$ cat src/sv/axle_speed_trap_classifier_assert.svh
// ----------------------------------------------------------------------------
// Assertion macros for the axle speed trap classifier
// Implication checks sampled on clk, disabled while rst_n is low.
// ----------------------------------------------------------------------------
`ifndef AXLE_SPEED_TRAP_CLASSIFIER_ASSERT_SVH
`define AXLE_SPEED_TRAP_CLASSIFIER_ASSERT_SVH

// same-cycle implication
`define ASTC_ASSERT_NOW(label, ante, cons) \
  label: assert property (@(posedge clk) disable iff (!rst_n) (ante) |-> (cons)) \
    else $error("astc assertion failed");

// next-cycle implication
`define ASTC_ASSERT_NEXT(label, ante, cons) \
  label: assert property (@(posedge clk) disable iff (!rst_n) (ante) |=> (cons)) \
    else $error("astc assertion failed");

`endif

$ cat src/sv/astc_pkg.sv
// ----------------------------------------------------------------------------
// astc_pkg
// Types and constants shared by the axle speed trap classifier modules.
// ----------------------------------------------------------------------------
package astc_pkg;

  typedef enum logic {
    OP_TICK  = 1'b0,
    OP_SENSE = 1'b1
  } opcode_t;

  localparam int CFG_IDX_W  = 2;
  localparam int CFG_DATA_W = 10;

  localparam logic [CFG_IDX_W-1:0] CFG_SPACING  = 2'd0;
  localparam logic [CFG_IDX_W-1:0] CFG_LIMIT    = 2'd1;
  localparam logic [CFG_IDX_W-1:0] CFG_DEBOUNCE = 2'd2;
  localparam logic [CFG_IDX_W-1:0] CFG_TRUCK    = 2'd3;

  localparam logic [7:0] SPACING_RST  = 8'd30;
  localparam logic [7:0] LIMIT_RST    = 8'd60;
  localparam logic [9:0] DEBOUNCE_RST = 10'd10;
  localparam logic [3:0] TRUCK_RST    = 4'd2;

  // cm/ms to km/h
  localparam logic [5:0] SPEED_FACTOR = 6'd36;
  localparam logic [9:0] HOLD_MAX     = 10'd1023;

  typedef struct packed {
    opcode_t opcode;
    logic    loop_present;
    logic    piezo_a;
    logic    piezo_b;
  } item_t;

  typedef struct packed {
    logic        camera_trigger;
    logic        speeding;
    logic [31:0] car_count;
    logic [31:0] truck_count;
    logic [7:0]  vehicle_axles;
    logic [15:0] transit_ms;
  } result_t;

  // handshake status between the pipeline stages
  typedef struct packed {
    logic advance;  // stage 1 request moves into the result register
    logic space;    // result register can take a request this cycle
  } pipe_ctl_t;

endpackage

$ cat src/sv/astc_in_stage.sv
// ----------------------------------------------------------------------------
// astc_in_stage
// Input register: captures one sensor request and holds it until processed.
// ----------------------------------------------------------------------------
module astc_in_stage (
  input  logic              clk,
  input  logic              rst_n,
  input  logic              in_valid,
  output logic              in_ready,
  input  astc_pkg::item_t   in_item,
  input  astc_pkg::pipe_ctl_t ctl,
  output logic              s1_valid,
  output astc_pkg::item_t   s1_item
);

  logic            s1_valid_r;
  astc_pkg::item_t s1_item_r;

  assign in_ready = !s1_valid_r || ctl.space;

  always_ff @(posedge clk) begin
    if (!rst_n) begin
      s1_valid_r <= 1'b0;
    end else if (in_valid && in_ready) begin
      s1_valid_r <= 1'b1;
    end else if (ctl.advance) begin
      s1_valid_r <= 1'b0;
    end
  end

  always_ff @(posedge clk) begin
    if (in_valid && in_ready) begin
      s1_item_r <= in_item;
    end
  end

  assign s1_valid = s1_valid_r;
  assign s1_item  = s1_item_r;

endmodule

$ cat src/sv/astc_core.sv
// ----------------------------------------------------------------------------
// astc_core
// Configuration, vehicle state and the single-pass update for one request.
// ----------------------------------------------------------------------------
module astc_core #(
  parameter int COUNT_WIDTH = 32,
  parameter int MS_WIDTH    = 16
) (
  input  logic                                clk,
  input  logic                                rst_n,
  input  logic                                cfg_we,
  input  logic [astc_pkg::CFG_IDX_W-1:0]      cfg_index,
  input  logic [astc_pkg::CFG_DATA_W-1:0]     cfg_wdata,
  input  logic                                fire,
  input  astc_pkg::item_t                     item,
  output astc_pkg::result_t                   res
);

  localparam int PROD_W = MS_WIDTH + 8;
  localparam logic [MS_WIDTH-1:0] MS_MAX = {MS_WIDTH{1'b1}};

  logic [7:0] spacing_r, limit_r;
  logic [9:0] debounce_r;
  logic [3:0] truck_min_r;

  logic                   timer_r, timer_nxt;
  logic [MS_WIDTH-1:0]    elapsed_r, elapsed_nxt;
  logic                   cam_r, cam_nxt;
  logic [7:0]             axles_a_r, axles_a_nxt;
  logic [7:0]             axles_b_r, axles_b_nxt;
  logic [7:0]             last_axles_r, last_axles_nxt;
  logic [COUNT_WIDTH-1:0] cars_r, cars_nxt;
  logic [COUNT_WIDTH-1:0] trucks_r, trucks_nxt;
  logic                   hold_a_r, hold_a_nxt;
  logic                   hold_b_r, hold_b_nxt;
  logic [9:0]             hold_cnt_a_r, hold_cnt_a_nxt;
  logic [9:0]             hold_cnt_b_r, hold_cnt_b_nxt;
  logic [15:0]            last_transit_r, last_transit_nxt;
  logic                   speeding;

  logic [PROD_W-1:0] lhs, rhs;
  logic              over_limit;
  logic [31:0]       elapsed_ext;
  logic [63:0]       cars_ext, trucks_ext;

  always_ff @(posedge clk) begin
    if (!rst_n) begin
      spacing_r   <= astc_pkg::SPACING_RST;
      limit_r     <= astc_pkg::LIMIT_RST;
      debounce_r  <= astc_pkg::DEBOUNCE_RST;
      truck_min_r <= astc_pkg::TRUCK_RST;
    end else if (cfg_we) begin
      case (cfg_index)
        astc_pkg::CFG_SPACING:  spacing_r   <= cfg_wdata[7:0];
        astc_pkg::CFG_LIMIT:    limit_r     <= cfg_wdata[7:0];
        astc_pkg::CFG_DEBOUNCE: debounce_r  <= cfg_wdata;
        astc_pkg::CFG_TRUCK:    truck_min_r <= cfg_wdata[3:0];
        default: ;
      endcase
    end
  end

  // speed test: spacing * 36 > limit * elapsed
  assign lhs         = PROD_W'(spacing_r) * PROD_W'(astc_pkg::SPEED_FACTOR);
  assign rhs         = PROD_W'(limit_r) * PROD_W'(elapsed_r);
  assign over_limit  = lhs > rhs;
  assign elapsed_ext = 32'(elapsed_r);

  always_comb begin
    timer_nxt        = timer_r;
    elapsed_nxt      = elapsed_r;
    cam_nxt          = cam_r;
    axles_a_nxt      = axles_a_r;
    axles_b_nxt      = axles_b_r;
    last_axles_nxt   = last_axles_r;
    cars_nxt         = cars_r;
    trucks_nxt       = trucks_r;
    hold_a_nxt       = hold_a_r;
    hold_b_nxt       = hold_b_r;
    hold_cnt_a_nxt   = hold_cnt_a_r;
    hold_cnt_b_nxt   = hold_cnt_b_r;
    last_transit_nxt = last_transit_r;
    speeding         = 1'b0;

    if (item.opcode == astc_pkg::OP_TICK) begin
      if (timer_r && elapsed_r != MS_MAX) begin
        elapsed_nxt = elapsed_r + 1'b1;
      end
      if (cam_r) begin
        cam_nxt     = 1'b0;
        timer_nxt   = 1'b0;
        elapsed_nxt = '0;
      end
      if (hold_a_r) begin
        if (hold_cnt_a_r != astc_pkg::HOLD_MAX) begin
          hold_cnt_a_nxt = hold_cnt_a_r + 1'b1;
        end
        if (hold_cnt_a_nxt >= debounce_r) begin
          hold_a_nxt = 1'b0;
        end
      end
      if (hold_b_r) begin
        if (hold_cnt_b_r != astc_pkg::HOLD_MAX) begin
          hold_cnt_b_nxt = hold_cnt_b_r + 1'b1;
        end
        if (hold_cnt_b_nxt >= debounce_r) begin
          hold_b_nxt = 1'b0;
        end
      end
    end else if (item.loop_present) begin
      if (item.piezo_a) begin
        if (axles_a_r == 8'd0) begin
          timer_nxt = 1'b1;
          cars_nxt  = cars_r + 1'b1;
        end
        if (!hold_a_r) begin
          hold_a_nxt     = 1'b1;
          hold_cnt_a_nxt = '0;
          axles_a_nxt    = axles_a_r + 1'b1;
        end
      end
      if (item.piezo_b) begin
        if (axles_b_r == 8'd0) begin
          timer_nxt        = 1'b0;
          last_transit_nxt = elapsed_ext[15:0];
          if (elapsed_r == '0) begin
            // zero transit: drop the vehicle
            axles_a_nxt    = '0;
            axles_b_nxt    = '0;
            last_axles_nxt = '0;
          end else if (over_limit) begin
            cam_nxt   = 1'b1;
            timer_nxt = 1'b1;
            speeding  = 1'b1;
          end
          elapsed_nxt = '0;
        end
        if (!hold_b_r) begin
          hold_b_nxt     = 1'b1;
          hold_cnt_b_nxt = '0;
          axles_b_nxt    = axles_b_nxt + 1'b1;
        end
      end
    end else if (axles_a_r != 8'd0) begin
      // loop cleared: close the vehicle
      last_axles_nxt = axles_a_r;
      if (axles_a_r > {4'd0, truck_min_r}) begin
        cars_nxt   = cars_r - 1'b1;
        trucks_nxt = trucks_r + 1'b1;
      end
      axles_a_nxt = '0;
      axles_b_nxt = '0;
      elapsed_nxt = '0;
      timer_nxt   = 1'b0;
    end
  end

  always_ff @(posedge clk) begin
    if (!rst_n) begin
      timer_r        <= 1'b0;
      elapsed_r      <= '0;
      cam_r          <= 1'b0;
      axles_a_r      <= '0;
      axles_b_r      <= '0;
      last_axles_r   <= '0;
      cars_r         <= '0;
      trucks_r       <= '0;
      hold_a_r       <= 1'b0;
      hold_b_r       <= 1'b0;
      hold_cnt_a_r   <= '0;
      hold_cnt_b_r   <= '0;
      last_transit_r <= '0;
    end else if (fire) begin
      timer_r        <= timer_nxt;
      elapsed_r      <= elapsed_nxt;
      cam_r          <= cam_nxt;
      axles_a_r      <= axles_a_nxt;
      axles_b_r      <= axles_b_nxt;
      last_axles_r   <= last_axles_nxt;
      cars_r         <= cars_nxt;
      trucks_r       <= trucks_nxt;
      hold_a_r       <= hold_a_nxt;
      hold_b_r       <= hold_b_nxt;
      hold_cnt_a_r   <= hold_cnt_a_nxt;
      hold_cnt_b_r   <= hold_cnt_b_nxt;
      last_transit_r <= last_transit_nxt;
    end
  end

  assign cars_ext   = 64'(cars_nxt);
  assign trucks_ext = 64'(trucks_nxt);

  assign res.camera_trigger = cam_nxt;
  assign res.speeding       = speeding;
  assign res.car_count      = cars_ext[31:0];
  assign res.truck_count    = trucks_ext[31:0];
  assign res.vehicle_axles  = last_axles_nxt;
  assign res.transit_ms     = last_transit_nxt;

endmodule

$ cat src/sv/astc_out_stage.sv
// ----------------------------------------------------------------------------
// astc_out_stage
// Result register: holds one result until the downstream side takes it.
// ----------------------------------------------------------------------------
module astc_out_stage (
  input  logic              clk,
  input  logic              rst_n,
  input  logic              load,
  input  astc_pkg::result_t res,
  output logic              space,
  output logic              out_valid,
  input  logic              out_ready,
  output astc_pkg::result_t out_res
);

  logic              out_valid_r;
  astc_pkg::result_t out_res_r;

  assign space = !out_valid_r || out_ready;

  always_ff @(posedge clk) begin
    if (!rst_n) begin
      out_valid_r <= 1'b0;
    end else if (load) begin
      out_valid_r <= 1'b1;
    end else if (out_ready) begin
      out_valid_r <= 1'b0;
    end
  end

  always_ff @(posedge clk) begin
    if (load) begin
      out_res_r <= res;
    end
  end

  assign out_valid = out_valid_r;
  assign out_res   = out_res_r;

endmodule

$ cat src/sv/axle_speed_trap_classifier.sv
// ----------------------------------------------------------------------------
// axle_speed_trap_classifier: lane axle counter and speed trap
// Throughput: one request per cycle while out_ready keeps the result register drained.
// Input and result are registered; the state update is one pass of compare/count logic.
// Reset: synchronous on rst_n low; config returns to defaults, counters and state to zero.
// ----------------------------------------------------------------------------
`include "axle_speed_trap_classifier_assert.svh"

module axle_speed_trap_classifier #(
  parameter int COUNT_WIDTH = 32,
  parameter int MS_WIDTH    = 16
) (
  input  logic                            clk,
  input  logic                            rst_n,
  input  logic                            cfg_we,
  input  logic [astc_pkg::CFG_IDX_W-1:0]  cfg_index,
  input  logic [astc_pkg::CFG_DATA_W-1:0] cfg_wdata,
  input  logic                            in_valid,
  output logic                            in_ready,
  input  logic                            in_opcode,
  input  logic                            in_loop_present,
  input  logic                            in_piezo_a,
  input  logic                            in_piezo_b,
  output logic                            out_valid,
  input  logic                            out_ready,
  output logic                            out_camera_trigger,
  output logic                            out_speeding,
  output logic [31:0]                     out_car_count,
  output logic [31:0]                     out_truck_count,
  output logic [7:0]                      out_vehicle_axles,
  output logic [15:0]                     out_transit_ms
);

  astc_pkg::item_t     in_item, s1_item;
  astc_pkg::result_t   res, out_res;
  astc_pkg::pipe_ctl_t ctl;
  logic                s1_valid;
  logic                space;

  assign in_item.opcode       = astc_pkg::opcode_t'(in_opcode);
  assign in_item.loop_present = in_loop_present;
  assign in_item.piezo_a      = in_piezo_a;
  assign in_item.piezo_b      = in_piezo_b;

  assign ctl.space   = space;
  assign ctl.advance = s1_valid && space;

  astc_in_stage u_in (
    .clk      (clk),
    .rst_n    (rst_n),
    .in_valid (in_valid),
    .in_ready (in_ready),
    .in_item  (in_item),
    .ctl      (ctl),
    .s1_valid (s1_valid),
    .s1_item  (s1_item)
  );

  astc_core #(
    .COUNT_WIDTH (COUNT_WIDTH),
    .MS_WIDTH    (MS_WIDTH)
  ) u_core (
    .clk       (clk),
    .rst_n     (rst_n),
    .cfg_we    (cfg_we),
    .cfg_index (cfg_index),
    .cfg_wdata (cfg_wdata),
    .fire      (ctl.advance),
    .item      (s1_item),
    .res       (res)
  );

  astc_out_stage u_out (
    .clk       (clk),
    .rst_n     (rst_n),
    .load      (ctl.advance),
    .res       (res),
    .space     (space),
    .out_valid (out_valid),
    .out_ready (out_ready),
    .out_res   (out_res)
  );

  assign out_camera_trigger = out_res.camera_trigger;
  assign out_speeding       = out_res.speeding;
  assign out_car_count      = out_res.car_count;
  assign out_truck_count    = out_res.truck_count;
  assign out_vehicle_axles  = out_res.vehicle_axles;
  assign out_transit_ms     = out_res.transit_ms;

  // a speeding transit always raises the camera
  `ASTC_ASSERT_NOW(a_speed_cam, out_valid && out_speeding, out_camera_trigger)
  // an empty result register never back-pressures the input
  `ASTC_ASSERT_NOW(a_ready_empty, !out_valid, in_ready)
  // a tick never reports a speeding transit
  `ASTC_ASSERT_NOW(a_tick_no_speed,
                   ctl.advance && s1_item.opcode == astc_pkg::OP_TICK, !res.speeding)
  // a processed request is visible in the next cycle
  `ASTC_ASSERT_NEXT(a_load_valid, ctl.advance, out_valid)

endmodule
$ cat config.mk
export PLATFORM = sky130hd
export DESIGN_NAME = axle_speed_trap_classifier
export DESIGN_NICKNAME = d
export VERILOG_FILES = /design/src/sv/astc_pkg.sv /design/src/sv/astc_in_stage.sv /design/src/sv/astc_core.sv /design/src/sv/astc_out_stage.sv /design/src/sv/axle_speed_trap_classifier.sv
export VERILOG_INCLUDE_DIRS = /design/src /design/src/sv
export SDC_FILE = /design/constraint.sdc
export NUM_CORES = 1
export LEC_CHECK = 0
export BUFFER_PORTS_ARGS = -buffer_cell sky130_fd_sc_hd__buf_2
export CAP_MARGIN = 0
export CORE_MARGIN = 1.5
export CORE_UTILIZATION = 65
export DETAILED_ROUTE_END_ITERATION = 7
export PLACE_DENSITY = 0.88
export SETUP_SLACK_MARGIN = 0.2
export SYNTH_ARGS = -nofsm -noshare
export SYNTH_HDL_FRONTEND = slang
export SYNTH_HIERARCHICAL = 1
export SYNTH_SLANG_ARGS = --single-unit
$ cat constraint.sdc
create_clock -name clk -period 15 [get_ports clk]
set_input_delay 3 -clock clk [delete_from_list [all_inputs] [get_ports clk]]
set_output_delay 3 -clock clk [all_outputs]
set_load 0.05 [all_outputs]
==> impl_metrics.py <==
metrics = {
    "run_status": {
        "status": "completed",
    },
    "layout": {
        "instances_no_fill": 2410,
        "post-route-util_pct": 72.6,
        "nets": 2255,
        "stdcell_area_mm2": 0.0196,
        "area_growth_pct": 9.08,
        "n_antenna_cell": 0,
        "layout-drive-gt1-share_pct": 10.2,
    },
    "critical_path": {
        "crit_required_ns": 15.33,
        "ff2ff_path_depth": 24,
        "worstSetupPathType": "reg -> reg",
        "end_kind": "register",
        "cp_max_fo": 17,
        "arrival_ns": 7.57,
        "r2r_slack_ns": 7.76,
        "critPathLaunchType": "register",
        "r2r-end": "u_out/out_res[88]",
        "reg2reg_from": "u_core/limit_r[5]",
    },
    "pwr": {
        "ir_drop_uv": 89.6,
        "p_int_mw": 1.29,
        "p_per_area_mw_per_mm2": 88.7,
        "p_clk_share_pct": 42.2,
        "netSwitchingPower_uw": 454,
        "p_seq_share_pct": 46.3,
        "pwr-share-comb_pct": 11.5,
        "swShare_pct": 26.1,
        "total_power_mw": 1.74,
        "p_leak_nw": 8.37,
    },
    "floorplanning": {
        "core_area_mm2": 0.0270,
        "num_rows": 60,
        "pin_count": 113,
        "die_area_mm2": 0.0287,
        "die_y_um": 169,
        "initial_utilization_pct": 66.5,
        "die_x_um": 169,
    },
    "flow_run": {
        "cap_violations": 0,
    },
    "cts": {
        "cts_tree": "yes",
        "cts-hold-fix-buffers": 0,
        "cts-root-buf": "clkbuf_16",
        "post_cts_buffers": 0,
        "numCtsBuffers": 27,
        "htreeDepth": 1,
        "clockBufferDepth": 3,
        "clk_latency_ns": 0.54,
        "cts_num_sinks": 270,
        "path_clk_slew_ns": 0.06,
        "cts_resized": 0,
    },
    "yosys": {
        "ys.flop_type": "dfxtp_1",
        "yosys.area_share.adder_pct": 16.5,
        "synth_seq_area_share_pct": 35.3,
        "synth_edf_count": 94,
        "synth.mux.area_fraction_pct": 2.61,
        "ys_ff_latch": 270,
        "postSynthAreaPerCell_um2": 8.99,
        "synth-simple-area-share_pct": 22.6,
        "synthArstFlopShare_pct": 0,
        "synth_xor_xnor_area_share_pct": 7.26,
        "syn_nets": 2207,
        "synth_area_mm2": 0.0180,
        "syn-instance-count": 2000,
        "synth_warnings": 6,
        "synth_top_family_by_area": "simple AND/OR/NAND/NOR gates",
        "synth_cell_type_count": 75,
        "synth_compound_area_share_pct": 10.1,
    },
    "sta": {
        "fin_crit_sh_pct": 48.2,
        "relSlewSlack_pct": 28.6,
        "worst_slack_ns": 7.76,
        "rsz0062_at_grt": "false",
        "tightest_slew_ns": 1.06,
        "slew_violations": 0,
        "finalHoldViolations": 0,
        "finClkSkew_ns": 0.0187,
        "whs_ns": 0.465,
        "finalSetupViolCount": 0,
        "tns_ns": 0,
        "fin_crit_ns": 7.24,
        "fmaxAchievable_mhz": 138,
    },
    "route": {
        "drcViolationCount": 0,
        "wirelength_um": 42700,
        "routedWlPerCell_um": 17.7,
        "dr.first_iter.drc_count": 1527,
        "vias": 14700,
        "antenna_left": 0,
        "vias_per_cell": 6.10,
        "drtPass1Iterations": 6,
    },
    "place": {
        "placed_area_mm2": 0.0186,
        "place_congestion": 0.878,
        "dp.cells": 2360,
        "hpwl_um": 30100,
        "port_buffers": 112,
        "place_ws_ns": 7.83,
    },
    "global_routing": {
        "antenna_found_initial": 0,
        "grt_pass1_vias": 14500,
        "grt_start_max_net_pins": 68,
        "grt_pass1_wl_um": 71200,
        "grt.overflow.total": 0,
        "grt_use_total_pct": 30.4,
    },
    "min_path": {
        "hold_class": "reg -> reg",
        "min_to": "u_core/debounce_r[6]",
        "min-delay-start": "u_core/debounce_r[6]",
        "worstHoldPathCells": 2,
    },
}
## final cells by class
type,count,area [um^2]
inverters,158,594
clock inverters,18,259
repair buffers,123,643
clock buffers,32,714
multi-input cells,1468,10600
flip-flops and latches,270,6350
well taps,341,427
fillers,1918,7410
## worst max-delay path, cell delays in order (launching register included)
cell and delay, ns:
dfxtp_1 0.72, and2_1 0.24, fa_1 0.44, fa_1 0.57, fa_1 0.57, inv_1 0.06
fa_1 0.53, inv_1 0.04, ha_1 0.37, nand3_1 0.10, o211ai_1 0.47, a21o_1 0.19
a21o_1 0.13, a21oi_1 0.07, o21bai_1 0.16, xnor2_1 0.16, ha_1 0.27, nand4_1 0.07
nor2_1 0.06, nand4_1 0.09, o2111ai_1 0.11, or3b_2 0.50, or4b_1 0.51, a311o_1 0.33
nor4_1 0.26
## kinds of logic (layout without fill, tap and decap cells)
logic type      after synthesis  in the layout
compound gates              277            277
xor+xnor                    149            149
fa+ha+maj                   186            186
buf+inv                     262            331
flops                       270            270
mux                          45             45
simple gates                811            811
## cell usage in the layout, fill, tap and decap left out, types with 15 or more instances in the layout
| cell type | count |
|---|---|
| dfxtp_1 | 176 |
| clkbuf_16 | 27 |
| xor2_1 | 67 |
| fa_1 | 85 |
| nor3_1 | 45 |
| and3_1 | 25 |
| and2_1 | 123 |
| edfxtp_1 | 94 |
| mux2i_1 | 30 |
| nand3_1 | 81 |
| xnor2_1 | 82 |
| a21o_1 | 18 |
| o21ai_0 | 55 |
| or3_1 | 17 |
| a22oi_1 | 19 |
| ha_1 | 101 |
| nor2_1 | 193 |
| nand2b_1 | 23 |
| buf_2 | 112 |
| inv_1 | 157 |
| nand2_1 | 185 |
| mux2_2 | 15 |
| nand4_1 | 45 |
| a21oi_1 | 73 |
## flip-flops by register name, indices dropped and copies added (netlist names), 10 cells and up
| name | cells |
|---|---|
| u_core/cars_r | 32 |
| u_core/debounce_r | 10 |
| u_core/elapsed_r | 16 |
| u_core/hold_cnt_a_r | 10 |
| u_core/hold_cnt_b_r | 10 |
| u_core/last_transit_r | 16 |
| u_core/trucks_r | 32 |
| u_out/out_res | 90 |
## per-layer routing
layer  wire [um]  track usage [%]  vias to the layer above
met5           0                0                        -
met4        1120             9.43                        0
met3        2880             3.92                       90
met2       20600             51.9                      615
met1       18000             40.3                     7079
li1            -                -                     6913
## power by group through the flow
stage | registers [mW] | logic [mW] | clock network, mW
after detailed placement | 0.821 | 0.198 | 0
after global routing | 0.808 | 0.214 | 0.777
after global placement | 0.819 | 0.193 | 0
final | 0.806 | 0.200 | 0.733
after floorplan | 0.883 | 0.0868 | 0
after CTS | 0.805 | 0.199 | 0.743
## Yosys cell counts, drive strengths merged, types with 58 or more instances
| library cell | n | area share [%] |
|---|---|---|
| dfxtp | 176 | 20 |
| o21ai | 58 | 1.6 |
| xnor2 | 82 | 4.0 |
| nand3 | 82 | 2.3 |
| inv | 158 | 3.3 |
| a21oi | 73 | 2.0 |
| edfxtp | 94 | 16 |
| clkbuf | 89 | 1.9 |
| ha | 101 | 7.0 |
| xor2 | 67 | 3.3 |
| and2 | 126 | 4.4 |
| nand2 | 185 | 3.9 |
| nor2 | 193 | 4.0 |
| fa | 85 | 9.5 |
## worst max-delay path by stage
stage / slack (ns) / startpoint / endpoint
finish: 7.76 / u_core/limit_r[5] / u_out/out_res[88]
floorplan: 7.93 / out_ready / u_core/axles_a_r[7]
CTS: 7.79 / u_core/limit_r[7] / u_out/out_res[88]
global placement: 8.11 / u_core/limit_r[7] / u_out/out_res[88]
detailed placement: 7.83 / u_core/limit_r[5] / u_out/out_res[88]
global route: 7.43 / u_core/limit_r[7] / u_out/out_res[88]
No activity file was read; power rests on OpenSTA's default activity.
